File: src/sv/hid_keyboard_report_differ_assert.svh
// Assertion macros for the key report differ, used by the merge stage module.
// Each macro expects signals named clk and rst_n in the using scope.
`ifndef HID_KEYBOARD_REPORT_DIFFER_ASSERT_SVH
`define HID_KEYBOARD_REPORT_DIFFER_ASSERT_SVH

// Same-cycle implication, checked outside reset
`define HKRD_ASSERT_IMP(name, ante, cons, msg) \
    name: assert property (@(posedge clk) disable iff (!rst_n) (ante) |-> (cons)) \
        else $error(msg);

// Next-cycle implication, checked outside reset
`define HKRD_ASSERT_NEXT(name, ante, cons, msg) \
    name: assert property (@(posedge clk) disable iff (!rst_n) (ante) |=> (cons)) \
        else $error(msg);

`endif

File: src/sv/hkrd_pkg.sv
// Package for the keyboard report differ: sizes, request codes and shared types.
// No dependencies; used by the interfaces and every module.
package hkrd_pkg;

    localparam int SLOT_COUNT = 6;
    localparam int EVT_COUNT  = 2 * SLOT_COUNT;
    localparam int KEY_W      = 8;
    localparam int EVT_IDX_W  = $clog2(EVT_COUNT);

    localparam logic [7:0] ACCEPTED_LEN = 8'd8;
    localparam logic       REQ_REPORT   = 1'b0;
    localparam logic       REQ_CLEAR    = 1'b1;

    typedef logic [KEY_W-1:0]                  key_t;
    typedef logic [SLOT_COUNT-1:0][KEY_W-1:0]  slots_t;
    typedef logic [EVT_COUNT-1:0]              evt_mask_t;
    typedef logic [EVT_IDX_W-1:0]              evt_idx_t;

    // One report's worth of pending events: releases in bits 0..5, presses above
    typedef struct packed {
        evt_mask_t                          mask;
        logic [EVT_COUNT-1:0][KEY_W-1:0]    codes;
        key_t                               mod;
    } batch_t;

endpackage

File: src/sv/hkrd_if.sv
// Handshake interfaces for the keyboard report differ: report request in, key event out.
// Depends on hkrd_pkg.
interface hkrd_req_if;
    logic               valid;
    logic               ready;
    logic               req_type;
    logic [7:0]         report_len;
    hkrd_pkg::key_t     modifier;
    hkrd_pkg::key_t     key0;
    hkrd_pkg::key_t     key1;
    hkrd_pkg::key_t     key2;
    hkrd_pkg::key_t     key3;
    hkrd_pkg::key_t     key4;
    hkrd_pkg::key_t     key5;

    modport source (output valid, req_type, report_len, modifier,
                    key0, key1, key2, key3, key4, key5, input ready);
    modport sink   (input valid, req_type, report_len, modifier,
                    key0, key1, key2, key3, key4, key5, output ready);
endinterface

interface hkrd_evt_if;
    logic               valid;
    logic               ready;
    hkrd_pkg::key_t     keycode;
    hkrd_pkg::key_t     mod_bits;
    logic               pressed;
    logic               last;

    modport source (output valid, keycode, mod_bits, pressed, last, input ready);
    modport sink   (input valid, keycode, mod_bits, pressed, last, output ready);
endinterface

File: src/sv/hkrd_lane.sv
// One compare lane: flags a nonzero key code that is absent from a set of six slots.
// Depends on hkrd_pkg.
module hkrd_lane (
    input  hkrd_pkg::key_t   code,
    input  hkrd_pkg::slots_t slots,
    output logic             hit
);
    import hkrd_pkg::*;

    logic [SLOT_COUNT-1:0] match;

    // Compare the code against every slot at once
    always_comb
    begin
        for (int i = 0; i < SLOT_COUNT; i++)
        begin
            match[i] = (slots[i] == code);
        end
    end

    assign hit = (code != '0) && (match == '0);

endmodule

File: src/sv/hkrd_merge.sv
// Merge stage: holds the lane results of one report and sends them out one event a cycle while the receiver is ready.
// Depends on hkrd_pkg, hkrd_evt_if and the assertion macro header.
`include "hid_keyboard_report_differ_assert.svh"

module hkrd_merge (
    input  logic               clk,
    input  logic               rst_n,
    input  logic               load,
    input  hkrd_pkg::batch_t   batch_in,
    output logic               can_load,
    hkrd_evt_if.source         evt
);
    import hkrd_pkg::*;

    logic      batch_valid_reg, batch_valid_next;
    evt_mask_t mask_reg, mask_next;
    logic [EVT_COUNT-1:0][KEY_W-1:0] codes_reg, codes_next;
    key_t      mod_reg, mod_next;

    logic      out_valid_reg, out_valid_next;
    key_t      out_code_reg, out_code_next;
    key_t      out_mod_reg, out_mod_next;
    logic      out_pressed_reg, out_pressed_next;
    logic      out_last_reg, out_last_next;

    evt_idx_t  idx;
    evt_mask_t mask_rest;
    logic      is_last;
    logic      pop;

    // Find the lowest pending event: releases come before presses
    always_comb
    begin
        idx = '0;
        for (int i = EVT_COUNT - 1; i >= 0; i--)
        begin
            if (mask_reg[i])
            begin
                idx = EVT_IDX_W'(i);
            end
        end
    end

    assign mask_rest = mask_reg & ~(EVT_COUNT'(1) << idx);
    assign is_last   = (mask_rest == '0);
    assign pop       = batch_valid_reg && (!out_valid_reg || evt.ready);
    assign can_load  = !batch_valid_reg || (pop && is_last);

    // Load a new batch or retire the event being sent
    always_comb
    begin
        batch_valid_next = batch_valid_reg;
        mask_next        = mask_reg;
        codes_next       = codes_reg;
        mod_next         = mod_reg;
        if (load)
        begin
            batch_valid_next = 1'b1;
            mask_next        = batch_in.mask;
            codes_next       = batch_in.codes;
            mod_next         = batch_in.mod;
        end
        else if (pop)
        begin
            batch_valid_next = !is_last;
            mask_next        = mask_rest;
        end
    end

    // Fill the output register, drop it once taken
    always_comb
    begin
        out_valid_next   = out_valid_reg;
        out_code_next    = out_code_reg;
        out_mod_next     = out_mod_reg;
        out_pressed_next = out_pressed_reg;
        out_last_next    = out_last_reg;
        if (pop)
        begin
            out_valid_next   = 1'b1;
            out_code_next    = codes_reg[idx];
            out_mod_next     = mod_reg;
            out_pressed_next = (idx >= EVT_IDX_W'(SLOT_COUNT));
            out_last_next    = is_last;
        end
        else if (evt.ready)
        begin
            out_valid_next = 1'b0;
        end
    end

    always_ff @(posedge clk or negedge rst_n)
    begin
        if (!rst_n)
        begin
            batch_valid_reg <= 1'b0;
            mask_reg        <= '0;
            out_valid_reg   <= 1'b0;
        end
        else
        begin
            batch_valid_reg <= batch_valid_next;
            mask_reg        <= mask_next;
            out_valid_reg   <= out_valid_next;
        end
    end

    always_ff @(posedge clk)
    begin
        codes_reg       <= codes_next;
        mod_reg         <= mod_next;
        out_code_reg    <= out_code_next;
        out_mod_reg     <= out_mod_next;
        out_pressed_reg <= out_pressed_next;
        out_last_reg    <= out_last_next;
    end

    assign evt.valid    = out_valid_reg;
    assign evt.keycode  = out_code_reg;
    assign evt.mod_bits = out_mod_reg;
    assign evt.pressed  = out_pressed_reg;
    assign evt.last     = out_last_reg;

    `HKRD_ASSERT_IMP(a_batch_nonempty, batch_valid_reg, mask_reg != '0, "held batch has no events")
    `HKRD_ASSERT_IMP(a_load_only_free, load, can_load, "batch loaded while still busy")
    `HKRD_ASSERT_NEXT(a_hold_stalled, batch_valid_reg && !pop, $stable(mask_reg), "stalled batch changed")
    `HKRD_ASSERT_NEXT(a_pop_fills_out, pop, out_valid_reg, "popped event not presented")
    `HKRD_ASSERT_NEXT(a_last_marked, pop && is_last, out_last_reg, "final event of a report not marked")

endmodule

File: src/sv/hid_keyboard_report_differ.sv
// Top level of the keyboard report differ: six release lanes, six press lanes, merge stage.
// Depends on hkrd_pkg, hkrd_if, hkrd_lane and hkrd_merge.
//
// req channel: one request per handshake. A clear request zeroes the stored key
// slots and emits nothing; a keyboard report with length 8 is compared with the
// stored slots in twelve compare lanes, each a six-way equality check, in the
// cycle it is accepted, and then becomes the stored report. Other lengths are dropped.
// evt channel: one key event per handshake, releases in slot order first, then
// presses in slot order, each with the report's modifier; last marks the final one.
// The first event of a report is held in the merge stage, then in the output register.
// Throughput: one event per cycle from the merge stage while the receiver is ready;
// the next request is taken in the cycle the last event of a report moves to the
// output register, so reports stream back to back. A report that yields no event,
// a clear, or a dropped report does not occupy the merge stage.
// Reset clears the stored slots and empties the merge stage and output register.
// When the receiver stalls, the output register holds its event, the merge stage
// holds the rest, and req.ready falls until the pending events can drain.
module hid_keyboard_report_differ (
    input  logic       clk,
    input  logic       rst_n,
    hkrd_req_if.sink   req,
    hkrd_evt_if.source evt
);
    import hkrd_pkg::*;

    slots_t    prev_reg, prev_next;
    slots_t    now;
    evt_mask_t hits;
    batch_t    batch;
    logic      accept;
    logic      is_report;
    logic      can_load;
    logic      load;

    assign now = {req.key5, req.key4, req.key3, req.key2, req.key1, req.key0};

    // Release lanes check old slots against the new report, press lanes the reverse
    for (genvar i = 0; i < SLOT_COUNT; i++)
    begin : g_lane
        hkrd_lane u_rel (
            .code  (prev_reg[i]),
            .slots (now),
            .hit   (hits[i])
        );
        hkrd_lane u_prs (
            .code  (now[i]),
            .slots (prev_reg),
            .hit   (hits[SLOT_COUNT + i])
        );
    end

    assign batch.mask  = hits;
    assign batch.codes = {now, prev_reg};
    assign batch.mod   = req.modifier;

    assign req.ready = can_load;
    assign accept    = req.valid && can_load;
    assign is_report = (req.req_type == REQ_REPORT) && (req.report_len == ACCEPTED_LEN);
    assign load      = accept && is_report && (hits != '0);

    // Update the stored slots on a clear or an accepted report
    always_comb
    begin
        prev_next = prev_reg;
        if (accept)
        begin
            if (req.req_type == REQ_CLEAR)
            begin
                prev_next = '0;
            end
            else if (is_report)
            begin
                prev_next = now;
            end
        end
    end

    always_ff @(posedge clk or negedge rst_n)
    begin
        if (!rst_n)
        begin
            prev_reg <= '0;
        end
        else
        begin
            prev_reg <= prev_next;
        end
    end

    hkrd_merge u_merge (
        .clk      (clk),
        .rst_n    (rst_n),
        .load     (load),
        .batch_in (batch),
        .can_load (can_load),
        .evt      (evt)
    );

endmodule
File: src/flat_wrapper.sv
// flat-port wrapper written by rule: the top's interface ports become plain ports
module hid_keyboard_report_differ_flat import hkrd_pkg::*;
  (clk, rst_n, req_valid, req_req_type, req_report_len, req_modifier, req_key0, req_key1, req_key2, req_key3, req_key4, req_key5, req_ready, evt_valid, evt_keycode, evt_mod_bits, evt_pressed, evt_last, evt_ready);
  hkrd_req_if req_i ();
  hkrd_evt_if evt_i ();
  input  logic clk;
  input  logic rst_n;
  input wire logic [$bits(req_i.valid)-1:0] req_valid;
  input wire logic [$bits(req_i.req_type)-1:0] req_req_type;
  input wire logic [$bits(req_i.report_len)-1:0] req_report_len;
  input wire logic [$bits(req_i.modifier)-1:0] req_modifier;
  input wire logic [$bits(req_i.key0)-1:0] req_key0;
  input wire logic [$bits(req_i.key1)-1:0] req_key1;
  input wire logic [$bits(req_i.key2)-1:0] req_key2;
  input wire logic [$bits(req_i.key3)-1:0] req_key3;
  input wire logic [$bits(req_i.key4)-1:0] req_key4;
  input wire logic [$bits(req_i.key5)-1:0] req_key5;
  output wire logic [$bits(req_i.ready)-1:0] req_ready;
  output wire logic [$bits(evt_i.valid)-1:0] evt_valid;
  output wire logic [$bits(evt_i.keycode)-1:0] evt_keycode;
  output wire logic [$bits(evt_i.mod_bits)-1:0] evt_mod_bits;
  output wire logic [$bits(evt_i.pressed)-1:0] evt_pressed;
  output wire logic [$bits(evt_i.last)-1:0] evt_last;
  input wire logic [$bits(evt_i.ready)-1:0] evt_ready;
  assign req_i.valid = req_valid;
  assign req_i.req_type = req_req_type;
  assign req_i.report_len = req_report_len;
  assign req_i.modifier = req_modifier;
  assign req_i.key0 = req_key0;
  assign req_i.key1 = req_key1;
  assign req_i.key2 = req_key2;
  assign req_i.key3 = req_key3;
  assign req_i.key4 = req_key4;
  assign req_i.key5 = req_key5;
  assign req_ready = req_i.ready;
  assign evt_valid = evt_i.valid;
  assign evt_keycode = evt_i.keycode;
  assign evt_mod_bits = evt_i.mod_bits;
  assign evt_pressed = evt_i.pressed;
  assign evt_last = evt_i.last;
  assign evt_i.ready = evt_ready;
  hid_keyboard_report_differ u_core (.clk(clk), .rst_n(rst_n), .req(req_i), .evt(evt_i));
endmodule
File: config.mk
export PLATFORM = sky130hd
export DESIGN_NAME = hid_keyboard_report_differ_flat
export DESIGN_NICKNAME = d
export VERILOG_FILES = /design/src/sv/hkrd_pkg.sv /design/src/sv/hkrd_if.sv /design/src/sv/hkrd_lane.sv /design/src/sv/hkrd_merge.sv /design/src/sv/hid_keyboard_report_differ.sv /design/src/flat_wrapper.sv
export VERILOG_INCLUDE_DIRS = /design/src /design/src/sv
export SDC_FILE = /design/constraint.sdc
export NUM_CORES = 1
export LEC_CHECK = 0
export BUFFER_PORTS_ARGS = -buffer_cell sky130_fd_sc_hd__buf_2
export CORE_MARGIN = 10
export CORE_UTILIZATION = 63
export DETAILED_ROUTE_END_ITERATION = 8
export GPL_ROUTABILITY_DRIVEN = 1
export PLACE_DENSITY = 0.82
export SETUP_SLACK_MARGIN = 0.4
export SYNTH_ARGS = -nofsm -noshare
export SYNTH_HDL_FRONTEND = slang
export SYNTH_HIERARCHICAL = 1
export SYNTH_SLANG_ARGS = --single-unit
File: constraint.sdc
create_clock -name clk -period 13.7 [get_ports clk]
set_clock_uncertainty 0.1 [all_clocks]
set_input_delay 2.74 -clock clk [delete_from_list [all_inputs] [get_ports clk]]
set_output_delay 2.74 -clock clk [all_outputs]
set_load 0.02 [all_outputs]
Word-level counts from Yosys, hierarchy flattened. Cells that the tools add are included.

Register bits: 184. Bits of input ports: 69. Output and inout bits: 20. Word-level logic and storage cells: 180.

Order comparisons: 2. Eq/ne operators: 73. Shift-type cells: 1. Multiplexer cells: 22. Bitwise gates (word level): 3. Reduce and logical (&&, ||, !) cells: 53.

Operators by type and width (number): $eq A8 B8 Y1 (72); $mux W48 (2); $reduce_bool A8 Y1 (12); $logic_not A6 Y1 (12); $mux W4 (12); $bmux W8 S4 (1); $mux W12 (2); $logic_and A1 B1 Y1 (18); $and A12 B12 Y12 (1); $logic_not A12 Y1 (1); $not A12 Y12 (1); $reduce_bool A12 Y1 (1); $shl A1 B4 Y12 const A (1); $eq A8 B4 Y1 const B (1); $mux W8 (1); $reduce_bool A2 Y1 (3); $lt A4 B5 Y1 const B (1); $ge A4 B3 Y1 const B (1); $mux W1 (4); $logic_not A1 Y1 (3); $logic_or A1 B1 Y1 (2); $reduce_and A2 Y1 (1); $not A1 Y1 (1).

Longest topological paths before layout. Gate-level depths: netlist of run 1.

Depth in word-level cells: 22. Mapped depth: 13. Mapped depth without buffers: 9.

By module. Netlist of run 1, hierarchy kept.

By module, submodules not included: hkrd_lane (instances 12, cells an instance 77, area an instance 655.6 um^2, seq. area each 0.0 um^2); hkrd_merge (instances 1, cells an instance 351, area an instance 5378.9 um^2, seq. area each 4013.8 um^2); hid_keyboard_report_differ (instances 1, cells an instance 215, area an instance 2292.2 um^2, seq. area each 1201.2 um^2).

Worst setup path after synthesis of run 1. OpenSTA, ideal clock, no wires.

Path kind: input to register. Start point: input req_key1[3]. End point: register u_core.u_merge.mask_reg[11]. Library setup time: 0.515 ns. Data arrival time: 12.934 ns. Path slack: 0.152 ns. Stages: 8. Cell sequence: buf_6 -> xnor2_1 -> nand4_1 -> o21ai_0 -> nor4_2 -> nor4_1 -> a311oi_1 -> o21ai_0.

RTL lines: from (decl) (RTL line flat_wrapper.sv:13) `input wire logic [$bits(req_i.key1)-1:0] req_key1;`; to (signal assigned) (RTL line hkrd_merge.sv:103) `mask_reg <= mask_next;`; to (decl) (RTL line hkrd_merge.sv:16) `evt_mask_t mask_reg, mask_next;`.

Worst setup path in the final report of run 1.
Start point: input evt_ready. End point: output req_ready.

Longest elaborated chain between the ends: 4.

Ends and longest elaborated chain: from (decl) (RTL line flat_wrapper.sv:24) `input wire logic [$bits(evt_i.ready)-1:0] evt_ready;`; $logic_or A1 B1 Y1 (RTL line hkrd_merge.sv:46) `assign pop = batch_valid_reg && (!out_valid_reg || evt.ready);`; $logic_and A1 B1 Y1 (RTL line hkrd_merge.sv:46); $logic_and A1 B1 Y1 (RTL line hkrd_merge.sv:47) `assign can_load = !batch_valid_reg || (pop && is_last);`; $logic_or A1 B1 Y1 (RTL line hkrd_merge.sv:47); to (decl) (RTL line flat_wrapper.sv:18) `output wire logic [$bits(req_i.ready)-1:0] req_ready;`.

Every way passes these cells.

==> results of run 1 <==
-- stage by stage --
stage	setup WS (ns)	power, W	cells
2_1_floorplan	4.62	0.000767	1490
6_report	7.37	0.00136	1815
3_5_place_dp	7.39	0.000826	1783
3_3_place_gp	7.41	0.000818	1783
5_1_grt	7.33	0.00140	1815
4_1_cts	7.39	0.00135	1815
-- report_power, final --
part / switching, W / leakage, nW / internal (W)
registers: 0.00000475 / 2.08 / 0.000592
logic: 0.000140 / 3.21 / 0.0000859
clock network: 0.000265 / 0.306 / 0.000269
total: 0.000410 / 5.60 / 0.000947
-- worst paths after layout --
path                                                  end  slack [ns]  cells past startpoint
hold reg to reg            u_core/u_merge/evt.mod_bits[0]        0.32                      0
hold / removal             u_core/u_merge/evt.mod_bits[0]        0.32                      0
max in group asynchronous                u_core/batch[39]       10.50                      2
min in group asynchronous      u_core/u_merge/mask_reg[0]        2.40                      2
setup / recovery                                req_ready        7.37                      4
setup reg to reg               u_core/u_merge/mask_reg[6]        8.59                     11
-- kinds of logic after synthesis --
kind of cell,count (synthesis),share of synthesized area [%]
flip-flops,184,33.6
XOR/XNOR,576,33.0
AO/OA/AOI/OAI,102,4.41
multiplexers,85,5.49
buffers and inverters,133,8.10
AND/OR/NAND/NOR,409,15.3
adder cells (fa/ha/maj),1,0.0644
-- worst max-delay path, cell delays in order --
cell	delay (ns)
sky130_fd_sc_hd__buf_2	0.07
sky130_fd_sc_hd__nand2b_1	0.14
sky130_fd_sc_hd__a41o_1	0.32
sky130_fd_sc_hd__buf_2	0.22
-- layout make-up --
type,instances,area share [%]
clock buffers,17,2.68
clock inverters,15,1.35
inverters,6,0.142
multi-input cells,1173,57.3
flip-flops and latches,184,32.9
well taps,324,2.55
repair buffers,96,3.15
-- routing by layer --
metal / up-vias / GRT usage, % / routed length [um]
li1: 5136 / - / -
met2: 1119 / 45.6 / 21000
met1: 5884 / 39.0 / 18100
met5: - / 0 / 21
met4: 4 / 15.1 / 2330
met3: 233 / 8.85 / 6570
-- cell usage in the layout, fill, tap and decap left out, types with 4 or more instances in the layout --
cell type and count:
sky130_fd_sc_hd__nand4_2 12, sky130_fd_sc_hd__o22ai_1 18, sky130_fd_sc_hd__nor4_2 13, sky130_fd_sc_hd__buf_4 8
sky130_fd_sc_hd__mux2i_1 83, sky130_fd_sc_hd__inv_8 4, sky130_fd_sc_hd__nand2b_1 52, sky130_fd_sc_hd__nand2_1 104
sky130_fd_sc_hd__edfxtp_1 122, sky130_fd_sc_hd__buf_2 88, sky130_fd_sc_hd__o211ai_1 7, sky130_fd_sc_hd__o21ai_0 28
sky130_fd_sc_hd__clkinv_8 5, sky130_fd_sc_hd__nor2_1 30, sky130_fd_sc_hd__a21oi_1 10, sky130_fd_sc_hd__inv_1 6
sky130_fd_sc_hd__xor2_2 12, sky130_fd_sc_hd__dfrtp_1 62, sky130_fd_sc_hd__or4_1 9, sky130_fd_sc_hd__o31ai_1 9
sky130_fd_sc_hd__o22a_1 6, sky130_fd_sc_hd__xnor2_1 480, sky130_fd_sc_hd__xor2_1 84, sky130_fd_sc_hd__clkbuf_16 17
sky130_fd_sc_hd__nand3_1 14, sky130_fd_sc_hd__o21ai_2 12, sky130_fd_sc_hd__nor4_1 54, sky130_fd_sc_hd__nand4_1 110
==> results.yml, run 1 <==
layout:
  drive_above_1_share_pct: 12.3
  antenna_cells: 0
  area.growth.synth_to_final_pct: 2.13
  flip_flop_count_of_the_largest_register_after_layout: 96
  fillers: 1881
  finish.net_count: 1547
  multi_input_area_um2: 9090
  final_util_pct: 65.3
  ff_latch_area_um2: 5220
  final_area_um2: 15900
detailed_routing:
  drcViolationCount: 0
  antenna_violating_nets_post_route: 0
  detail_route.first_pass.iterations: 8
  detailroute.via_count: 12400
  initialDrtViolationCount: 2197
  routed_via_density: 6.82
  postRouteWirelength_um: 48100
  route.detailed.wl_per_inst_um: 26.5
cts:
  clock-sinks: 184
  ctsRootBufferMaster: "sky130_fd_sc_hd__clkbuf_16"
  cts_resized: 0
  total_number_of_h_tree_levels: 4
  clk_transition_reported_paths_ns: 0.08
  cts_tree: "done"
  clk_latency_ns: 0.46
  tritoncts.num_buffers: 17
  buffers_inserted_during_post_cts_setup_optimization: 0
  cts.path.max_buffers: 2
  hold_buffers: 0
sta:
  period_needed_ns: 6.33
  timing.final.hold_violations: 0
  holdWs_ns: 0.322
  max_clock_freq_ghz: 0.158
  tns_ns: 0
  worst_slew_margin_rel_pct: 20.0
  setup_viol: 0
  worst_pin_slew_ns: 1.20
  rsz0062_at_grt: "false"
  drv_slew: 0
  post-route-period-util_pct: 46.2
place:
  postPlaceCellArea_um2: 15200
  place_congestion: 0.927
  post-dp-hpwl_um: 30000
  io_buffers: 88
floorplanning:
  row_count: 57
  top_level_ports: 89
  core_um2: 24300
  floorplan.initialDensity_pct: 63.9
  die-area_um2: 31300
  fp.dieW_um: 177
  floorplan.die.height_um: 177
critical_path:
  worst_ep_arrival_time_ns: 3.49
  crit_path_start: "evt_ready"
  critical_path_startpoint_category: "input pin"
  worst_setup_path_end_kind: "output port"
  timing.critical_path.required_ns: 10.86
  worstSetupPathType: "input pin to output port"
  worst-path-max-fanout: 4
  timing.rr.start: "u_core/u_merge/mask_reg[1]"
synth:
  synth-async-reset-ratio_pct: 33.7
  synth-main-ff-cell: "sky130_fd_sc_hd__edfxtp_1"
  yosysTopAreaCellShare_pct: 27.1
  yosysMostFrequentCell: "sky130_fd_sc_hd__xnor2_1"
  post_synth_instance_area_um2: 15500
  synth_area_leaders: "sky130_fd_sc_hd__xnor2_1 (27%), sky130_fd_sc_hd__edfxtp_1 (24%), sky130_fd_sc_hd__dfrtp_1 (10%)"
  netlist.top_cell.by_area: "sky130_fd_sc_hd__xnor2_1"
  synth-seq-area-share_pct: 33.6
  synthTopCellsByCount: "sky130_fd_sc_hd__xnor2_1 (480), sky130_fd_sc_hd__edfxtp_1 (122), sky130_fd_sc_hd__nand4_1 (110)"
  yosysWarningCount: 6
  yosys_register_bits: 184
  synth_unique_cells: 46
  synth.avg_cell_area_um2: 10.4
  syn_inst: 1490
  syn-num-nets: 1559
  count_of_flip_flops_with_a_built_in_enable_after_synthesis: 122
global_routing:
  grt_antenna_before_repair: 2
  grt_pass1_vias: 12400
  grt_pass1_wl_um: 73400
  maximum_number_of_pins_on_one_net_before_global_route_repair: 102
  globalRoute.totalOverflow: 0
  gr-usage-all-layers_pct: 30.3
pwr:
  p_leak_nw: 5.60
  power_density_nw_per_um2: 85.5
  max-vdd-ir-drop_mv: 0.0717
min_path:
  min_path_type: "register to register"
  hold_start: "u_core/u_merge/mod_reg[0]"
job:
  max_cap_viols: 0
run_status:
  outcome: "complete, no violations"
Power figures use the tool's default switching activity.
==> run 2, diff against run 1 <==
clock period = 6.6 ns   (was 13.7 ns; I/O delays follow)
==> run 2 against run 1 <==
Effect of this change: setup slack worse by 5.5 ns; core utilization about the same; sequential cell count unchanged; critical path type is now register to output port; largest power group unchanged.
==> results.yml, run 2 (same netlist as run 1, synthesis figures left out) <==
run_status:
  outcome: "complete, no violations"
layout:
  layout_commonest_cell: "sky130_fd_sc_hd__xnor2_1"
  area.growth.synth_to_final_pct: 2.10
  finish.net_count: 1549
  drive_above_1_share_pct: 12.5
  final_area_um2: 15900
  mostFrequentLayoutCells: "sky130_fd_sc_hd__xnor2_1 (480), sky130_fd_sc_hd__edfxtp_1 (122), sky130_fd_sc_hd__nand4_1 (110), sky130_fd_sc_hd__nand2_1 (104), sky130_fd_sc_hd__buf_2 (88)"
  final_cell_count_no_fill: 1819
  flip_flop_count_of_the_largest_register_after_layout: 96
place:
  place_inst: 1785
  postPlaceCellArea_um2: 15200
  post-dp-hpwl_um: 31200
  io_buffers: 88
  place_congestion: 1.03
floorplanning:
  core_um2: 24300
  fp.dieW_um: 177
  floorplan.die.height_um: 177
  die-area_um2: 31300
  row_count: 57
  top_level_ports: 89
  floorplan.initialDensity_pct: 63.9
sta:
  post-route-period-util_pct: 71.8
  max_clock_freq_ghz: 0.211
  timing.final.hold_violations: 0
  worst_slew_margin_rel_pct: 22.3
  drv_slew: 0
  period_needed_ns: 4.74
  tns_ns: 0
  setup_viol: 0
  rsz0062_at_grt: "false"
  worst_pin_slew_ns: 1.17
detailed_routing:
  drcViolationCount: 0
  detail_route.first_pass.iterations: 8
  detailroute.via_count: 12300
  routed_via_density: 6.77
  route.detailed.wl_per_inst_um: 27.1
  postRouteWirelength_um: 49400
  initialDrtViolationCount: 1907
  antenna_violating_nets_post_route: 0
cts:
  cts_resized: 0
  clk_transition_reported_paths_ns: 0.08
  total_number_of_h_tree_levels: 4
  cts.path.max_buffers: 2
  hold_buffers: 0
  clock-sinks: 184
  clk_latency_ns: 0.46
  buffers_inserted_during_post_cts_setup_optimization: 0
  cts_tree: "done"
  tritoncts.num_buffers: 17
  ctsRootBufferMaster: "sky130_fd_sc_hd__clkbuf_16"
global_routing:
  maximum_number_of_pins_on_one_net_before_global_route_repair: 64
  grt_pass1_wl_um: 73200
  grt_antenna_before_repair: 2
  gr-usage-all-layers_pct: 30.8
  globalRoute.totalOverflow: 0
  grt_pass1_vias: 12000
critical_path:
  setup.reg_to_reg.worst_slack_ns: 2.03
  slowest_stage_delay_on_critical_path_ns: 0.62
  worst_setup_path_end_kind: "output port"
  timing.critical_path.required_ns: 5.18
  critical_path.slowest_cell: "sky130_fd_sc_hd__or3_1"
  worst-path-max-fanout: 11
  critical_path_startpoint_category: "register"
  critical_path.cell_chain: "or2_2 > or3_1 > o22a_1 > nor4_1 > a41o_1 > buf_2"
  worst_ep_arrival_time_ns: 3.32
  worstSetupPathType: "register to output port"
pwr:
  power_density_nw_per_um2: 174
  max-vdd-ir-drop_mv: 0.148
  p_leak_nw: 5.60
min_path:
  min_path_type: "register to register"
job:
  max_cap_viols: 0
[run 2: stage by stage]
stage / power, W / util (%) / setup WS (ns) / hold WS (ns)
6_report: 0.00277 / 65.2 / 1.86 / 0.322
3_3_place_gp: 0.00169 / 62.7 / 1.99 / 0.301
4_1_cts: 0.00275 / 65.2 / 1.89 / 0.325
2_1_floorplan: 0.00159 / - / 0.452 / 0.300
3_5_place_dp: 0.00171 / 62.7 / 1.86 / 0.305
5_1_grt: 0.00284 / 65.2 / 1.75 / 0.331
[run 2: final timing paths]
path,startpoint,end,depth (start not counted)
max reg2reg,u_core/u_merge/mask_reg[1],u_core/u_merge/mask_reg[3],10
min in group asynchronous,rst_n,u_core/u_merge/mask_reg[0],2
max,u_core/u_merge/mask_reg[1],req_ready,6
min reg2reg,u_core/u_merge/mod_reg[3],u_core/u_merge/evt.mod_bits[3],0
min,u_core/u_merge/mod_reg[3],u_core/u_merge/evt.mod_bits[3],0
max in group asynchronous,rst_n,u_core/batch[26],2
[run 2: cell type report]
cell class | count | area, um^2
sequential | 184 | 5220
clock buffer | 17 | 425
tap | 324 | 405
antenna | 2 | 5.00
clock inverter | 15 | 189
inverter | 6 | 22.5
timing repair buffer | 98 | 515
fill | 1886 | 8450
multi-input combinational | 1173 | 9090
[run 2: power by group]
group | total, W | internal [W] | switching (W)
registers | 0.00124 | 0.00123 | 0.0000108
logic | 0.000457 | 0.000179 | 0.000278
clock network | 0.00107 | 0.000519 | 0.000550
total | 0.00277 | 0.00193 | 0.000839
[run 2: critical path, delay by kind of cell (launching register included)]
family / cells / cell delay (ns)
simple gates: 3 / 1.38
compound gates: 2 / 0.76
flops: 1 / 0.49
buf+inv: 1 / 0.24
[run 2: layer usage]
layer  GRT usage (%)  up-vias  share of wire [%]
li1                -     5149                  -
met1            39.5     5904                 36
met2            46.1     1026                 44
met3            7.57      232                 13
met4            19.1        2                6.5
met5               0        -              0.026
==> run 3, diff against run 2 <==
clock period = 4.9 ns   (was 6.6 ns; I/O delays follow)
==> run 3 against run 2 <==
Effect of this change: sequential share of layout area is essentially flat; highest routed layer is now met4; critical path depth up 4; largest cell class unchanged; register-to-register slack worse by 1.4 ns; global-route usage decreased by 1.0 points; final area increased by 0.13%; core utilization grew 0.087 points; setup slack lost 1.2 ns; critical endpoint is now u_core/u_merge/mask_reg[1].
==> results.yml, run 3 (same netlist as run 1, synthesis figures left out) <==
run_status:
  outcome: "complete, no violations"
floorplanning:
  core_um2: 24300
  floorplan.initialDensity_pct: 63.9
  floorplan.die.height_um: 177
  row_count: 57
  die-area_um2: 31300
  fp.dieW_um: 177
  top_level_ports: 89
critical_path:
  worst-path-max-fanout: 95
  timing.critical_path.required_ns: 5.17
  worstSetupPathType: "register to register"
  worst_setup_path_end_kind: "register"
  timing.rr.start: "u_core/u_merge/mask_reg[2]"
  r2r_cells: 10
  setup.reg_to_reg.worst_slack_ns: 0.66
  worst_ep_arrival_time_ns: 4.50
  worstReg2RegEnd: "u_core/u_merge/mask_reg[1]"
  critical_path_startpoint_category: "register"
global_routing:
  maximum_number_of_pins_on_one_net_before_global_route_repair: 96
  grt_pass1_vias: 11900
  grt_antenna_before_repair: 2
  grt_pass1_wl_um: 71600
  gr-usage-all-layers_pct: 29.8
  globalRoute.totalOverflow: 0
detailed_routing:
  route.detailed.wl_per_inst_um: 26.4
  drcViolationCount: 0
  antenna_violating_nets_post_route: 0
  initialDrtViolationCount: 2016
  postRouteWirelength_um: 47900
  detail_route.first_pass.iterations: 6
  detailroute.via_count: 12300
  routed_via_density: 6.75
place:
  io_buffers: 88
  dpl_worst_slack_ns: 0.787
  place_congestion: 0.984
  post-dp-hpwl_um: 31200
min_path:
  hold_path_end: "u_core/u_merge/evt.mod_bits[2]"
  min_path_type: "register to register"
  whs_path_depth: 0
  hold_start: "u_core/u_merge/mod_reg[2]"
sta:
  final.setup.worst_slack_ns: 0.665
  worst_slew_margin_rel_pct: 24.5
  holdWs_ns: 0.324
  post-route-period-util_pct: 86.4
  worst_pin_slew_ns: 1.13
  setup_viol: 0
  rsz0062_at_grt: "false"
  max_clock_freq_ghz: 0.236
  timing.final.hold_violations: 0
  drv_slew: 0
  period_needed_ns: 4.24
cts:
  buffers_inserted_during_post_cts_setup_optimization: 0
  cts.path.max_buffers: 2
  cts_tree: "done"
  cts_resized: 0
  total_number_of_h_tree_levels: 4
  clk_transition_reported_paths_ns: 0.08
  ctsRootBufferMaster: "sky130_fd_sc_hd__clkbuf_16"
  hold_buffers: 0
  clk_latency_ns: 0.45
  tritoncts.num_buffers: 17
  clock-sinks: 184
layout:
  drive_above_1_share_pct: 12.6
  flip_flop_count_of_the_largest_register_after_layout: 96
  area.growth.synth_to_final_pct: 2.24
  finish.net_count: 1548
  mostFrequentLayoutCells: "sky130_fd_sc_hd__xnor2_1 (480), sky130_fd_sc_hd__edfxtp_1 (122), sky130_fd_sc_hd__nand4_1 (110), sky130_fd_sc_hd__nand2_1 (104), sky130_fd_sc_hd__buf_2 (88)"
  layout_commonest_cell: "sky130_fd_sc_hd__xnor2_1"
  multi_input_area_um2: 9110
  fillers: 1877
  ff_latch_area_um2: 5220
pwr:
  power_density_nw_per_um2: 234
  p_leak_nw: 5.61
  totalPowerFinal_w: 0.00371
  max-vdd-ir-drop_mv: 0.218
job:
  max_cap_viols: 0
-- run 3: changes by cell type in the layout (fill, tap and decap cells not counted), moves of 2 or more --
cell                         delta
sky130_fd_sc_hd__buf_4          -2
sky130_fd_sc_hd__clkinv_4       +2
sky130_fd_sc_hd__clkinvlp_4     -2
sky130_fd_sc_hd__or2_4          +2
-- run 3: power by group --
part	internal, W	switching, W	leakage, nW
registers	0.00166	0.0000143	2.08
clock network	0.000700	0.000720	0.298
logic	0.000242	0.000378	3.23
total	0.00260	0.00111	5.61
-- run 3: critical path, cell delays in order (launching register included) --
cell	delay [ns]
sky130_fd_sc_hd__dfrtp_1	0.53
sky130_fd_sc_hd__or2_4	0.32
sky130_fd_sc_hd__or3_1	0.61
sky130_fd_sc_hd__o22a_1	0.31
sky130_fd_sc_hd__nor4_2	0.33
sky130_fd_sc_hd__a41o_2	0.37
sky130_fd_sc_hd__nand4_1	0.31
sky130_fd_sc_hd__a311oi_4	0.38
sky130_fd_sc_hd__buf_12	0.42
sky130_fd_sc_hd__nand2_1	0.30
sky130_fd_sc_hd__o21ai_0	0.15
-- run 3: worst max path at each step --
stage | end | slack, ns | start | cells after the start
after detailed placement | u_core/u_merge/mask_reg[1] | 0.79 | u_core/u_merge/mask_reg[2] | 10
after global routing | u_core/u_merge/mask_reg[1] | 0.56 | u_core/u_merge/mask_reg[2] | 10
final | u_core/u_merge/mask_reg[1] | 0.66 | u_core/u_merge/mask_reg[2] | 10
after CTS | req_ready | 0.71 | u_core/u_merge/mask_reg[2] | 6
after global placement | u_core/u_merge/mask_reg[1] | 0.80 | u_core/u_merge/mask_reg[2] | 10
after floorplan | u_core/u_merge/mask_reg[0] | -0.98 | u_core/u_merge/mask_reg[2] | 12
-- run 3: metal layers --
| layer | routed length, um | vias to the layer above | global-route usage [%] |
|---|---|---|---|
| met2 | 21000 | 1005 | 45.0 |
| li1 | - | 5151 | - |
| met5 | 0 | - | 0 |
| met3 | 5770 | 205 | 6.96 |
| met1 | 18400 | 5904 | 38.7 |
| met4 | 2750 | 0 | 16.9 |
-- run 3: per-stage QoR --
stage | util, % | std cells | setup TNS (ns) | area (um^2)
2_1_floorplan | - | 1490 | -99.92 | 15600
3_3_place_gp | 62.8 | 1784 | 0 | 15300
3_5_place_dp | 62.8 | 1784 | 0 | 15300
4_1_cts | 65.3 | 1816 | 0 | 15900
5_1_grt | 65.3 | 1816 | 0 | 15900
6_report | 65.3 | 1817 | 0 | 15900
-- run 3: cell type report --
cell class	count	area share, %
multi-input combinational	1173	57.3
sequential	184	32.8
timing repair buffer	97	3.28
clock buffer	17	2.68
tap	324	2.55
clock inverter	15	1.17
inverter	6	0.142
antenna	1	0.0158
